--- config.mk ---
export PLATFORM = sky130hd
export DESIGN_NAME = handheld_divider_timer_serial
export DESIGN_NICKNAME = d
export VERILOG_FILES = /design/src/rtl/core/hdts_pkg.sv /design/src/rtl/core/handheld_divider_timer_serial.sv
export SDC_FILE = /design/constraint.sdc
export NUM_CORES = 1
export LEC_CHECK = 0
export ABC_AREA = 1
export ABC_CLOCK_PERIOD_IN_PS = 3980
export BUFFER_PORTS_ARGS = -buffer_cell sky130_fd_sc_hd__buf_2
export CORE_AREA = 5 5 127 129
export CTS_CLUSTER_SIZE = 30
export DETAILED_ROUTE_END_ITERATION = 16
export DIE_AREA = 0 0 132 134
export SYNTH_ARGS = -nofsm -noshare
export SYNTH_HDL_FRONTEND = slang
export SYNTH_SLANG_ARGS = --single-unit
--- constraint.sdc ---
create_clock -name aclk -period 3.98 [get_ports aclk]
set_input_delay 0 -clock aclk [delete_from_list [all_inputs] [get_ports aclk]]
set_output_delay 0 -clock aclk [all_outputs]
set_load 0.05 [all_outputs]
--- src/rtl/core/hdts_pkg.sv ---
`timescale 1ns / 1ps
`default_nettype none

package hdts_pkg;

    // item kinds
    localparam logic [1:0] CMD_TICK  = 2'd0;
    localparam logic [1:0] CMD_WRITE = 2'd1;
    localparam logic [1:0] CMD_READ  = 2'd2;

    // register selectors
    localparam logic [2:0] SEL_DIV  = 3'd0;
    localparam logic [2:0] SEL_TIMA = 3'd1;
    localparam logic [2:0] SEL_TMA  = 3'd2;
    localparam logic [2:0] SEL_TAC  = 3'd3;
    localparam logic [2:0] SEL_SC   = 3'd4;
    localparam logic [2:0] SEL_IF   = 3'd5;

    // clock mode codes
    localparam logic [1:0] MODE_X1  = 2'd0;
    localparam logic [1:0] MODE_X64 = 2'd1;
    localparam logic [1:0] MODE_X16 = 2'd2;
    localparam logic [1:0] MODE_X4  = 2'd3;

    localparam logic [7:0] TAC_RESET = 8'hF8;
    localparam logic [7:0] IF_RESET  = 8'hE1;
    localparam logic [7:0] CNT_FULL  = 8'hFF;
    localparam logic [7:0] RELOAD_BELOW = 8'd5;
    localparam logic [12:0] TWO_CARRY = 13'h1FE;
    localparam logic [3:0] SC_LAST_CARRY = 4'hF;

    localparam int TUSER_W = 5;
    localparam int S_TDATA_W = 16;
    localparam int M_TDATA_W = 16;

    typedef struct packed {
        logic [5:0] cycles_elapsed;
        logic [7:0] write_data;
        logic [2:0] reg_select;
        logic [1:0] command;
    } item_t;

endpackage

`default_nettype wire

--- src/rtl/core/handheld_divider_timer_serial.sv ---
`timescale 1ns / 1ps
`default_nettype none
// an item goes from the input register to the result register, which drives m_tvalid
// throughput: one item per cycle unless m_tready stalls; all items take the same single pass
// the timer state is updated in the cycle an item moves from input to result register
// reset (aresetn low, synchronous) clears both stages and restores the register reset values
module handheld_divider_timer_serial
    import hdts_pkg::*;
(
    input  wire logic                 aclk,
    input  wire logic                 aresetn,
    input  wire logic                 s_tvalid,
    output logic                      s_tready,
    input  wire logic [S_TDATA_W-1:0] s_tdata,   // write_data[7:0], cycles_elapsed[13:8]
    input  wire logic [TUSER_W-1:0]   s_tuser,   // command[1:0], reg_select[4:2]
    output logic                      m_tvalid,
    input  wire logic                 m_tready,
    output logic [M_TDATA_W-1:0]      m_tdata    // read_data[7:0], timer_irq[8], serial_done[9]
);

    logic  in_valid_reg;
    item_t in_reg;
    logic  out_valid_reg;
    logic [7:0] out_rd_reg;
    logic  out_irq_reg, out_done_reg;

    logic [7:0] div_reg, div_next;
    logic [7:0] dpre_reg, dpre_next;
    logic [7:0] cnt_reg, cnt_next;
    logic [7:0] tpre_reg, tpre_next;
    logic [7:0] prev_reg, prev_next;
    logic [7:0] tma_reg, tma_next;
    logic [7:0] tac_reg, tac_next;
    logic [7:0] sc_reg, sc_next;
    logic       sbusy_reg, sbusy_next;
    logic [3:0] scar_reg, scar_next;
    logic [7:0] if_reg, if_next;

    logic       advance;
    logic [7:0] rd;
    logic       irq, done;
    logic [8:0] dsum;
    logic [12:0] dur, tsum;
    logic [7:0] cnt_inc;

    assign advance  = in_valid_reg && (!out_valid_reg || m_tready);
    assign s_tready = !in_valid_reg || advance;

    always_comb begin
        unique case (tac_reg[1:0])
            MODE_X1:  dur = {7'd0, in_reg.cycles_elapsed};
            MODE_X64: dur = {1'b0, in_reg.cycles_elapsed, 6'd0};
            MODE_X16: dur = {3'd0, in_reg.cycles_elapsed, 4'd0};
            MODE_X4:  dur = {5'd0, in_reg.cycles_elapsed, 2'd0};
        endcase
    end

    assign dsum = {1'b0, dpre_reg} + {1'b0, in_reg.cycles_elapsed, 2'b00};
    assign tsum = {5'd0, tpre_reg} + dur;
    assign cnt_inc = cnt_reg + {7'd0, tsum > 13'h0FF} + {7'd0, tsum > TWO_CARRY};

    always_comb begin
        div_next   = div_reg;
        dpre_next  = dpre_reg;
        cnt_next   = cnt_reg;
        tpre_next  = tpre_reg;
        prev_next  = prev_reg;
        tma_next   = tma_reg;
        tac_next   = tac_reg;
        sc_next    = sc_reg;
        sbusy_next = sbusy_reg;
        scar_next  = scar_reg;
        if_next    = if_reg;
        rd   = 8'd0;
        irq  = 1'b0;
        done = 1'b0;
        unique case (in_reg.command)
            CMD_TICK: begin
                dpre_next = dsum[7:0];
                if (dsum[8]) begin
                    div_next = div_reg + 8'd1;
                    if (sbusy_reg) begin
                        if (scar_reg == SC_LAST_CARRY) begin
                            scar_next  = 4'd0;
                            sc_next    = {1'b0, sc_reg[6:0]};
                            sbusy_next = 1'b0;
                            done       = 1'b1;
                        end else begin
                            scar_next = scar_reg + 4'd1;
                        end
                    end
                end
                if (tac_reg[2]) begin
                    tpre_next = tsum[7:0];
                    // overflow seen as a wrap from all ones to a small value
                    if (cnt_inc < RELOAD_BELOW && prev_reg == CNT_FULL) begin
                        cnt_next  = tma_reg;
                        prev_next = tma_reg;
                        if_next   = if_reg | 8'h04;
                        irq       = 1'b1;
                    end else begin
                        cnt_next  = cnt_inc;
                        prev_next = cnt_inc;
                    end
                end
            end
            CMD_WRITE: begin
                unique case (in_reg.reg_select)
                    SEL_DIV:  div_next = 8'd0;
                    SEL_TIMA: cnt_next = in_reg.write_data;
                    SEL_TMA:  tma_next = in_reg.write_data;
                    SEL_TAC:  tac_next = in_reg.write_data;
                    SEL_SC: begin
                        sc_next = in_reg.write_data;
                        if (in_reg.write_data[7]) begin
                            sbusy_next = 1'b1;
                        end
                    end
                    SEL_IF:   if_next = in_reg.write_data;
                    default: ;
                endcase
            end
            CMD_READ: begin
                unique case (in_reg.reg_select)
                    SEL_DIV:  rd = div_reg;
                    SEL_TIMA: rd = cnt_reg;
                    SEL_TMA:  rd = tma_reg;
                    SEL_TAC:  rd = tac_reg;
                    SEL_SC:   rd = sc_reg;
                    SEL_IF:   rd = if_reg;
                    default:  rd = 8'd0;
                endcase
            end
            default: ;
        endcase
    end

    always_ff @(posedge aclk) begin
        if (!aresetn) begin
            in_valid_reg  <= 1'b0;
            out_valid_reg <= 1'b0;
            div_reg   <= 8'd0;
            dpre_reg  <= 8'd0;
            cnt_reg   <= 8'd0;
            tpre_reg  <= 8'd0;
            prev_reg  <= 8'd0;
            tma_reg   <= 8'd0;
            tac_reg   <= TAC_RESET;
            sc_reg    <= 8'd0;
            sbusy_reg <= 1'b0;
            scar_reg  <= 4'd0;
            if_reg    <= IF_RESET;
        end else begin
            if (s_tvalid && s_tready) begin
                in_valid_reg <= 1'b1;
            end else if (advance) begin
                in_valid_reg <= 1'b0;
            end
            if (advance) begin
                out_valid_reg <= 1'b1;
            end else if (m_tready) begin
                out_valid_reg <= 1'b0;
            end
            if (advance) begin
                div_reg   <= div_next;
                dpre_reg  <= dpre_next;
                cnt_reg   <= cnt_next;
                tpre_reg  <= tpre_next;
                prev_reg  <= prev_next;
                tma_reg   <= tma_next;
                tac_reg   <= tac_next;
                sc_reg    <= sc_next;
                sbusy_reg <= sbusy_next;
                scar_reg  <= scar_next;
                if_reg    <= if_next;
            end
        end
    end

    always_ff @(posedge aclk) begin
        if (s_tvalid && s_tready) begin
            in_reg.command        <= s_tuser[1:0];
            in_reg.reg_select     <= s_tuser[4:2];
            in_reg.write_data     <= s_tdata[7:0];
            in_reg.cycles_elapsed <= s_tdata[13:8];
        end
        if (advance) begin
            out_rd_reg   <= rd;
            out_irq_reg  <= irq;
            out_done_reg <= done;
        end
    end

    assign m_tvalid = out_valid_reg;
    assign m_tdata  = {6'd0, out_done_reg, out_irq_reg, out_rd_reg};

endmodule

`default_nettype wire

Word level (Yosys, flattened, before mapping) --
Cells that the tools add are included.
Operators by class: $add $sub $neg 6, magnitude comparators 3, equal/unequal tests 22, multiplexer cells 31, bitwise operators 1, reduce and logical (&&, ||, !) cells 27
Operators by type and width (number):
- 8-bit 2-to-1 mux | 10
- 8-bit one-hot mux with 2 select lines | 4
- 13-bit one-hot mux with 4 select lines | 1
- 8-bit one-hot mux with 6 select lines | 1
- 2-bit inequality test (second input constant) | 10
- 4-bit AND reduction | 5
- 8-bit by 1-bit adder with 8-bit output | 2
- 8-bit by 13-bit adder with 13-bit output | 1
- 13-bit by 8-bit greater-than comparator with 1-bit output (second input constant) | 1
- 13-bit by 9-bit greater-than comparator with 1-bit output (second input constant) | 1
- 3-bit AND reduction | 4
- 1-bit 2-to-1 mux | 11
- 5-bit AND reduction | 2
- 8-bit by 8-bit adder with 9-bit output | 1
- 8-bit by 1-bit adder with 8-bit output (second input constant) | 1
- 8-bit equality test (second input constant) | 1
- 8-bit by 3-bit < comparator with 1-bit output (second input constant) | 1
- 2-bit equality test (second input constant) | 3
- 3-bit by 2-bit equality test with 1-bit output (second input constant) | 2
- 3-bit equality test (second input constant) | 2
- 3-bit 2-to-1 mux | 2
- 6-bit AND reduction | 1
- 2-bit nonzero test | 3
- 4-bit by 1-bit adder with 4-bit output (second input constant) | 1
- 12 further kinds | 19
Storage, ports and cells: bits in registers 108, input bits 25, logic and storage cells 112

Longest topological paths before layout --
Gate-level depths: netlist (run 1).
depth after elaboration 11, mapped depth 34, gate-level depth less buffers 33

Least setup slack after synthesis (run 1) --
Ideal clock, no wire load.
path type register -> register, start point reg tac_reg[0], end point reg cnt_reg[0], setup time 0.119 ns, arrival time 3.840 ns, data required time 3.861 ns, path slack 0.021 ns, stages on the path, launching flop included 31, path buffers 1, clock period less this slack 3.959 ns, cell sequence dfxtp_1 -> buf_2 -> nor2_1 -> inv_1 -> nor2_1 -> ha_1 -> inv_1 -> fa_1 -> inv_1 -> nand2_1 -> nand2_1 -> nand3_1 -> nand2_1 -> nand3_1 -> nand2_1 -> nand3_1 -> nor2_1 -> o21ai_1 -> nand2_1 -> inv_1 -> fa_1 -> ha_1 -> inv_1 -> nand2_1 -> nand2_1 -> nand3_2 -> nor2_4 -> nand3_4 -> or2_1 -> nand3_1 -> a21oi_1
Between the ends: word-level cells in the longest chain between the ends 11, elaborated cells on any way between the ends 15
RTL lines:
- start: declaration | line handheld_divider_timer_serial.sv:33 | logic [7:0] tac_reg, tac_next;
- start signal: assignment | line handheld_divider_timer_serial.sv:171 | tac_reg <= tac_next;
- 2-bit equality test, or another cell as far along | line handheld_divider_timer_serial.sv:50 | unique case (tac_reg[1:0])
- 13-bit one-hot mux with 4 select lines * | line handheld_divider_timer_serial.sv:50
- 8-bit by 13-bit adder with 13-bit output * | line handheld_divider_timer_serial.sv:59 | assign tsum = {5'd0, tpre_reg} + dur;
- 13-bit by 8-bit greater-than comparator with 1-bit output | line handheld_divider_timer_serial.sv:60 | assign cnt_inc = cnt_reg + {7'd0, tsum > 13'h0FF} + {7'd0, tsum > TWO_CARRY};
- 8-bit by 1-bit adder with 8-bit output | line handheld_divider_timer_serial.sv:60
- 8-bit by 1-bit adder with 8-bit output * | line handheld_divider_timer_serial.sv:60
- 8-bit by 3-bit < comparator with 1-bit output | line handheld_divider_timer_serial.sv:96 | if (cnt_inc < RELOAD_BELOW && prev_reg == CNT_FULL) begin
- 1-bit logical AND | line handheld_divider_timer_serial.sv:96
- 8-bit 2-to-1 mux * | line handheld_divider_timer_serial.sv:96
- 8-bit 2-to-1 mux * | line handheld_divider_timer_serial.sv:93 | if (tac_reg[2]) begin
- 8-bit one-hot mux with 2 select lines * | line handheld_divider_timer_serial.sv:77 | unique case (in_reg.command)
- end signal: assignment | line handheld_divider_timer_serial.sv:167 | cnt_reg <= cnt_next;
- end: declaration | line handheld_divider_timer_serial.sv:29 | logic [7:0] cnt_reg, cnt_next;
Every way passes the cells marked *; elsewhere a longest branch is shown, timed or not. The select of a mux whose other input is x is not followed. A chain may end at the register's enable or synchronous reset.

Final worst setup path (run 1) --
start point reg tac_reg[1], end point reg if_reg[2]
Between the ends: word-level cells in the longest chain between the ends 10, elaborated cells on any way between the ends 14
RTL lines:
- 2-bit equality test, or another cell as far along | line handheld_divider_timer_serial.sv:50
- 13-bit one-hot mux with 4 select lines * | line handheld_divider_timer_serial.sv:50
- 8-bit by 13-bit adder with 13-bit output * | line handheld_divider_timer_serial.sv:59
- 13-bit by 8-bit greater-than comparator with 1-bit output | line handheld_divider_timer_serial.sv:60
- 8-bit by 1-bit adder with 8-bit output | line handheld_divider_timer_serial.sv:60
- 8-bit by 1-bit adder with 8-bit output * | line handheld_divider_timer_serial.sv:60
- 8-bit by 3-bit < comparator with 1-bit output * | line handheld_divider_timer_serial.sv:96
- 1-bit logical AND * | line handheld_divider_timer_serial.sv:96
- 2-bit inequality test (no source line) *
- 5-bit AND reduction (no source line) *
- end signal: assignment | line handheld_divider_timer_serial.sv:175 | if_reg <= if_next;
- end: declaration | line handheld_divider_timer_serial.sv:37 | logic [7:0] if_reg, if_next;
Marked as above.

==> run metrics, run 1 <==
Final Net Count 920; Flop pwr share 51.0%; VDD IR max 0.000183 V; post-synthesis mux area share 0%; Clk pwr share 38.1%; hpwl dp 11200 um; ant diodes 0; vias in the first global route 4944; area share of fa/ha/maj cells after synthesis 4.90%; Setup Crit Path Kind flop to flop; Arr. time, crit path 4230 ps; cells on worst reg2reg path 27; Post-DRT Antenna Nets 0; Final min period 3980 ps; initial antenna violation count 0; routability cong. 0.971; worst skew pair latency 350 ps; die area 17700 sq um; residual DRC count 0; largest family of logic cells by synthesized area simple AND/OR/NAND/NOR gates; Critical Path Start Type flop; Synth cell types 46; initial detailed-routing violation count 423; max_slew headroom 47.9%; clock sink total 106; CP required 4230 ps; Root Buffer clkbuf_16; cell area power density 308 nW/um^2; Synth-to-Final Area Change 26.2%; Post-synth EDFFs 29; CP max stage cell fa_2; layout cell share with drive strength beyond 1 23.9%; die width 132 um; Final Slew Violations 0; Fmax 251 MHz; setup TNS -1.52 ps; I/O pins 43; sequential fraction of the synthesis area 41.4%; Placement Rows 45; gr usage total 17.7%; RSZ-0062 raised after global routing yes; first-pass detailed-route iteration total 5; net load switching power 0.612 mW; switch share 27.0%; WL/cell 14.8 um; combinational power share 10.9%; status complete, but fails checks; final instance area 7350 sq um; CTS tree yes; Setup Skew 9.81 ps; DP Area 6430 sq um; # fillers 1417; R2R Setup Slk -2 ps; CP Capture Type flop; Die H 134 um; reg2reg start tac_reg[1]$_SDFFE_PN0P_; max FFs per register 19; failing checks setup timing; first-pass GRT wire length 25400 um; PnR Total Power 2.27 mW; Synth Area in Simple Gates 24.1%; commonest non-fill, non-tap cell in the layout nand2_1; max_cap viols 0; synthesis warning total 0; CP peak stage delay 380 ps; core area 14900 sq um; #FFs+latches synth 106; ys async rst share 0%; most frequent cells in the layout nand2_1, inv_1, dfxtp_1; post-synthesis instance area 5820 sq um; drt total wl 15700 um; Clock Tree Buf Depth 2; largest net degree at the start of global routing 61; Hold Violations, Final 0; Pleak 3.22 nW; Synth Instances 776; Final WS setup -1.52 ps; starting density of the core 39.0%; Main synth FF type dfxtp_1; Slew @ Worst Pin 781 ps; Min-Delay Path Class input port to flop; average size of a mapped cell 7.50 sq um; Worst setup startpoint tac_reg[1]$_SDFFE_PN0P_; vias 5346; vias per inst 5.01; P_int 1.65 mW; Final period util 100%; XOR/XNOR Fraction of Synth Area 1.96%; Critical Path End if_reg[2]$_SDFFE_PN0P_; most used cell, CP nand2_1; Remaining Overflow, GRT 0; Num CTS Buffers 9; H-tree depth 3; clk slew on worst S/H paths 80 ps; Synth Area in Compound Gates 17.4%; CP Max Fanout 8; Crit Reg-Reg Endpoint if_reg[2]$_SDFFE_PN0P_; final setup fails 1; port bufs 34
-- cell usage after synthesis, types with 2 or more instances --
library cell	n	area, sq um
nor2_4	6	67.6
fa_1	3	60.1
a22oi_1	2	15.0
a21o_1	3	22.5
nor3_1	6	30.0
buf_4	13	97.6
a221oi_1	6	52.6
a211oi_1	2	15.0
edfxtp_1	29	871
nand3_2	2	20.0
o2bb2ai_1	2	17.5
a21oi_1	69	345
nand4_1	11	68.8
nand2_1	172	646
a31oi_1	8	50.1
o21ai_1	4	20.0
ha_1	18	225
dfxtp_1	77	1540
nand2_2	3	18.8
o21ai_0	58	290
xnor2_1	4	35.0
o21bai_1	3	22.5
xor2_1	9	78.8
inv_2	11	41.3
nand3_1	39	195
clkinv_1	2	7.51
nor2_2	7	43.8
o22ai_1	5	31.3
clkbuf_1	9	33.8
o211ai_1	10	75.1
buf_2	3	15.0
inv_1	102	383
o221ai_1	2	17.5
o21ai_2	2	17.5
nor2_1	61	229
nand3b_1	3	22.5
-- cells by family after synthesis --
| kind of cell | Yosys count |
|---|---|
| buffers and inverters | 142 |
| AND/OR/NAND/NOR | 315 |
| XOR/XNOR | 13 |
| AO/OA/AOI/OAI | 178 |
| other | 1 |
| flip-flops | 106 |
| adder cells (fa/ha/maj) | 21 |
-- what timing repair did --
action,CTS,global route
hold buffers,22,0
setup endpoints to repair,18,18
hold endpoints to repair,21,0
pin swaps,10,45
gates resized for setup,27,71
buffers inserted,2,6
-- through the flow --
step           worst slack [ps]  hold WS [ps]  util, %  std cells
3_5_place_dp               -197           178     43.1       1022
6_report                  -1.52           215     49.2       1067
3_3_place_gp               -178           177     43.1       1022
4_1_cts                    11.6           205     47.1       1062
5_1_grt                    -263           233     49.2       1067
2_1_floorplan              20.9          98.9        -        781
-- power groups by stage --
stage               clock network, mW  logic, mW  registers [mW]
floorplan                           0      0.132            1.19
finish                          0.863      0.248            1.16
CTS                             0.880      0.233            1.15
global route                    0.929      0.272            1.16
global placement                    0      0.212            1.18
detailed placement                  0      0.212            1.18
-- metal layers --
metal | share of wire, % | vias to the layer above | GRT usage, %
li1 | - | 2759 | -
met3 | 4.4 | 28 | 2.78
met4 | 3.1 | 0 | 7.66
met2 | 44 | 134 | 26.8
met5 | 0 | - | 0
met1 | 48 | 2425 | 25.0
-- how the worst min path moves through the flow --
| stage | from | endpoint | slack [ps] | depth (start not counted) |
|---|---|---|---|---|
| 2_1_floorplan | s_tuser[0] | in_reg[0]$_DFFE_PP_ | 100 | 0 |
| 3_3_place_gp | s_tuser[0] | in_reg[0]$_DFFE_PP_ | 180 | 1 |
| 3_5_place_dp | s_tdata[1] | in_reg[6]$_DFFE_PP_ | 180 | 1 |
| 4_1_cts | aresetn | div_reg[6]$_SDFFE_PN0P_ | 210 | 3 |
| 5_1_grt | aresetn | div_reg[3]$_SDFFE_PN0P_ | 230 | 3 |
| 6_report | aresetn | div_reg[6]$_SDFFE_PN0P_ | 220 | 3 |
-- worst max-delay path: cells and delay by family, from the launching register on --
family / cells / cell delay (ps)
buffers and inverters: 5 / 510
adders and majority gates: 3 / 940
DFF: 1 / 370
and+or+nand+nor: 17 / 1830
AOI/OAI and AO/OA: 2 / 240
-- layout make-up --
class | count | area [sq um] | area share (%)
Clock inverter | 6 | 51.3 | 0.698
Timing Repair Buffer | 108 | 792 | 10.8
Tap cell | 188 | 235 | 3.20
Inverter | 116 | 443 | 6.03
Sequential cell | 106 | 2420 | 32.9
Clock buffer | 10 | 229 | 3.12
Multi-Input combinational cell | 533 | 3180 | 43.2
Power figures use the tool's default switching activity.
==> inputs of run 2 (changes only) <==
- SKIP_CTS_REPAIR_TIMING: not set -> 1
==> run metrics, run 2 (synthesis gave the netlist of run 1 again) <==
Arr. time, crit path 4230 ps; Remaining Overflow, GRT 0; final setup fails 2; fin util 49.0%; Fmax 250 MHz; Flop pwr share 51.1%; I/O pins 43; first-pass GRT wire length 24600 um; die area 17700 sq um; gr usage total 17.2%; cell area power density 309 nW/um^2; clock sink total 106; layout cell share with drive strength beyond 1 23.8%; CP required 4210 ps; Root Buffer clkbuf_16; drt total wl 15700 um; RSZ-0062 raised after global routing yes; clk slew on worst S/H paths 70 ps; max_cap viols 0; Worst setup startpoint tac_reg[1]$_SDFFE_PN0P_; met2 routed WL 7050 um; Pleak 3.22 nW; reg2reg start tac_reg[1]$_SDFFE_PN0P_; Critical Path End prev_reg[0]$_SDFFE_PN0P_; failing checks setup timing; R2R Setup Slk -20 ps; # fillers 1415; max_slew headroom 47.9%; Min-Delay Path Class input port to flop; worst skew pair latency 350 ps; vias 5377; CP Capture Type flop; Crit Reg-Reg Endpoint prev_reg[0]$_SDFFE_PN0P_; P_int 1.65 mW; Setup Skew 8.31 ps; combinational power share 10.9%; Clk pwr share 38.0%; die width 132 um; hold_ws 227 ps; first-pass detailed-route iteration total 5; pre-CTS WS -197 ps; net load switching power 0.606 mW; port bufs 34; Setup Crit Path Kind flop to flop; met3 WL 724 um; largest net degree at the start of global routing 61; hpwl dp 11200 um; initial antenna violation count 0; commonest non-fill, non-tap cell in the layout nand2_1; setup TNS -42.1 ps; Slew @ Worst Pin 780 ps; Post-DRT Antenna Nets 0; core area 14900 sq um; routability cong. 0.971; WL/cell 14.7 um; Hold Violations, Final 0; Num CTS Buffers 9; cells on worst reg2reg path 26; VDD IR max 0.000182 V; starting density of the core 39.0%; Final min period 4000 ps; status complete, but fails checks; Final period util 101%; area occupied by multi-input gates 3150 sq um; Clock Tree Buf Depth 2; residual DRC count 0; Final Slew Violations 0; Seq. cell area 2420 sq um; max FFs per register 19; initial detailed-routing violation count 465; Final Net Count 919; CP Max Fanout 8; met1 WL 7540 um; H-tree depth 3; switch share 26.8%; CTS tree yes; vias per inst 5.04; most frequent cells in the layout nand2_1, inv_1, dfxtp_1; max layer used met4; Placement Rows 45; Synth-to-Final Area Change 25.6%; Critical Path Start Type flop; ant diodes 0; vias in the first global route 4759; Final WS setup -24.3 ps; Die H 134 um
run 2: changes by cell type in the layout (fill, tap and decap cells not counted), sizes merged:
cell,delta
dlygate4sd3,-1
run 2: worst max-delay path: stages (launching register included):
cell      delay (ps)
dfxtp_4          370
buf_6            130
inv_4             40
nor2_4           200
a221oi_2          90
ha_1             370
nand2_1          110
nand2_2           80
a21oi_4          170
nand2_4           90
buf_6            120
nand4_1           80
nand3_1           90
nor2_2           160
buf_4            140
nand2_4           40
fa_2             380
ha_4             190
nor2_4            90
nor2_4            50
nand2_2           60
nand3_2           90
nor2_4           170
nand3_4          150
or2_1            290
nand2_1           70
a21oi_1           50
run 2: worst min path at each step:
stage / cells after the start / endpoint / from
global placement: 1 / in_reg[0]$_DFFE_PP_ / s_tuser[0]
detailed placement: 1 / in_reg[6]$_DFFE_PP_ / s_tdata[1]
CTS: 1 / in_reg[2]$_DFFE_PP_ / s_tuser[2]
finish: 3 / div_reg[6]$_SDFFE_PN0P_ / aresetn
global route: 3 / div_reg[3]$_SDFFE_PN0P_ / aresetn
floorplan: 0 / in_reg[0]$_DFFE_PP_ / s_tuser[0]
run 2: stage by stage:
stage	cell area [sq um]	instances	power (mW)
after floorplan	5840	781	1.32
after global placement	6430	1022	1.39
after detailed placement	6430	1022	1.39
after CTS	6710	1038	2.25
after global routing	7310	1066	2.36
final	7310	1066	2.26
run 2: final cells by class:
cell class / instances / share of cell area [%]
multi-input cells: 533 / 43.0
flip-flops and latches: 106 / 33.1
repair buffers: 107 / 10.7
inverters: 116 / 6.06
well taps: 188 / 3.22
clock buffers: 10 / 3.13
clock inverters: 6 / 0.702
run 2: power groups by stage:
stage / clock network [mW] / logic (mW) / registers [mW]
6_report: 0.858 / 0.246 / 1.15
5_1_grt: 0.928 / 0.269 / 1.16
4_1_cts: 0.880 / 0.213 / 1.15
3_5_place_dp: 0 / 0.212 / 1.18
3_3_place_gp: 0 / 0.212 / 1.18
2_1_floorplan: 0 / 0.132 / 1.19
run 2: per-layer routing:
| metal | up-vias | global-route usage, % |
|---|---|---|
| li1 | 2752 | - |
| met1 | 2456 | 24.8 |
| met2 | 143 | 25.9 |
| met3 | 26 | 2.48 |
| met4 | 0 | 6.91 |
| met5 | - | 0 |
==> inputs of run 3 (changes only) <==
- ABC_AREA: 1 -> not set
- CORE_AREA: 5 5 127 129 -> 5 5 124 126
- DIE_AREA: 0 0 132 134 -> 0 0 129 131
==> run metrics, run 3 <==
status complete, but fails checks; failing checks setup timing; Final period util 110%; Setup Crit Path Kind flop to flop; ant diodes 0; most frequent cell after synthesis dfxtp_1; WL/cell 17.2 um; RSZ-0062 raised after global routing yes; synth cell count leaders dfxtp_1, nor2_1, nand2_1; Fmax 227 MHz; post-synthesis instance area 5510 sq um; CP peak stage delay 420 ps; CP max stage cell edfxtp_1; first-pass detailed-route iteration total 5; setup TNS -6140 ps; #FFs+latches synth 106; core area 14200 sq um; final std cells w/o fill 874; initial antenna violation count 0; die width 129 um; Arr. time, crit path 4630 ps; combinational power share 10.4%; largest net degree at the start of global routing 33; Setup Skew 11.8 ps; vias 4796; I/O pins 43; cell area power density 328 nW/um^2; ys async rst share 0%; P_int 1.70 mW; max_cap viols 0; Pleak 2.59 nW; VDD IR max 0.000203 V; initial detailed-routing violation count 376; final setup fails 18; average size of a mapped cell 9.33 sq um; fin util 49.0%; hold_ws 114 ps; Final Slew Violations 0; die area 16900 sq um; Root Buffer clkbuf_16; first-pass GRT wire length 23600 um; dominant cells by area after synthesis dfxtp_1, edfxtp_1, mux2i_1; CP Max Fanout 3; Synth Instances 590; Slew @ Worst Pin 1060 ps; CTS tree yes; Final Net Count 731; worst skew pair latency 360 ps; placed cells 827; gr usage total 17.8%; Clock Tree Buf Depth 2; cell chain of the critical path inv_2 > nor2_1 > a211oi_2 > a21oi_2 > ha_1 > a21oi_1 > o211ai_1 > a22oi_2 > xor2_1 > o211ai_1 > a41o_1 > fa_2 > ha_4 > or2_4 > a211oi_2 > nand4_1 > buf_4 > nor3_2 > nor2_1 > a2111oi_2; share of the synthesized area in the top cell type 28.0%; CP required 4210 ps; Post-DRT Antenna Nets 0; max FFs per register 19; starting density of the core 38.8%; net load switching power 0.586 mW; Clk pwr share 38.5%; switch share 25.6%; Num CTS Buffers 9; CP Capture Type flop; # fillers 1337; drt total wl 15100 um; residual DRC count 0; clock sink total 106; max_slew headroom 29.1%; H-tree depth 3; Synth-to-Final Area Change 26.4%; Critical Path Start Type flop; Remaining Overflow, GRT 0; most frequent cells in the layout dfxtp_1, nor2_1, buf_4; Die H 131 um; Final min period 4400 ps; Post-synth EDFFs 29; pre-CTS WS -617 ps; vias per inst 5.49; final instance area 6960 sq um; Synth area leader dfxtp_1; vias in the first global route 4666; routability cong. 0.924; clk slew on worst S/H paths 70 ps; DP Area 6180 sq um; synthesis warning total 0; Flop pwr share 51.1%; Placement Rows 44; Main synth FF type dfxtp_1; Final WS setup -418 ps; sequential fraction of the synthesis area 43.8%; hpwl dp 10800 um; PnR Total Power 2.29 mW; Hold Violations, Final 0; port bufs 34; layout cell share with drive strength beyond 1 24.5%; Synth cell types 60; commonest non-fill, non-tap cell in the layout dfxtp_1; Min-Delay Path Class input port to flop
==> run 3: cell count changes in the layout (fill, tap and decap cells not counted), sizes merged, moves of 7 or more <==
cell,previous run,this run
and2,0,7
o21ai,64,23
inv,116,20
mux2i,0,42
nor3,7,15
or3,0,8
a21oi,69,35
buf,86,93
a22oi,2,21
nand2,175,49
nor2,75,68
nand3,42,18
==> run 3: logic make-up after synthesis <==
logic type                 after synthesis  synth area share [%]
buffers and inverters                   52                  4.41
adders and majority gates               21                  5.18
and+or+nand+nor                        218                  20.3
xor gates and xnor gates                23                  3.66
DFF                                    106                  43.8
AOI/OAI and AO/OA                      127                  14.9
muxes                                   42                  7.63
other                                    1                0.0681
==> run 3: path summary, 6_finish.rpt <==
check / from / to / slack (ps) / cells after the start
max: in_reg[13]$_DFFE_PP_ / cnt_reg[6]$_SDFFE_PN0P_ / -420 / 20
min: aresetn / if_reg[5]$_SDFFE_PN1P_ / 110 / 2
max reg2reg: in_reg[13]$_DFFE_PP_ / cnt_reg[6]$_SDFFE_PN0P_ / -420 / 20
min reg2reg: tpre_reg[0]$_SDFFE_PN0P_ / tpre_reg[0]$_SDFFE_PN0P_ / 470 / 2
==> run 3: layout make-up <==
cell class                 count  area (sq um)  area share [%]
clock buffer                  12           258            3.70
sequential                   106          2420            34.8
tap                          184           230            3.31
clock inverter                 4          31.3           0.449
inverter                      17          66.3           0.953
timing repair buffer         114           853            12.3
multi-input combinational    437          3100            44.6
==> run 3: critical path: cells and delay by family (launching register included) <==
family                   cells  cell delay [ps]
AO/OA/AOI/OAI                9             1790
XOR/XNOR                     1              160
adder cells (fa/ha/maj)      3              920
buffers and inverters        2              310
flip-flops                   1              420
AND/OR/NAND/NOR              5              670
==> run 3: power groups by stage <==
stage          Clock, mW  Combinational (mW)  Sequential (mW)
3_3_place_gp           0               0.201             1.19
3_5_place_dp           0               0.206             1.19
6_report           0.881               0.238             1.17
2_1_floorplan          0               0.132             1.19
5_1_grt            0.943               0.256             1.17
4_1_cts            0.903               0.206             1.17
==> run 3: per-layer routing <==
metal	vias to the layer above	track usage, %	share of wire, %
li1	2308	-	-
met1	2304	24.2	46
met2	155	28.0	46
met3	29	2.68	5.4
met4	0	8.03	2.3
met5	-	0	0
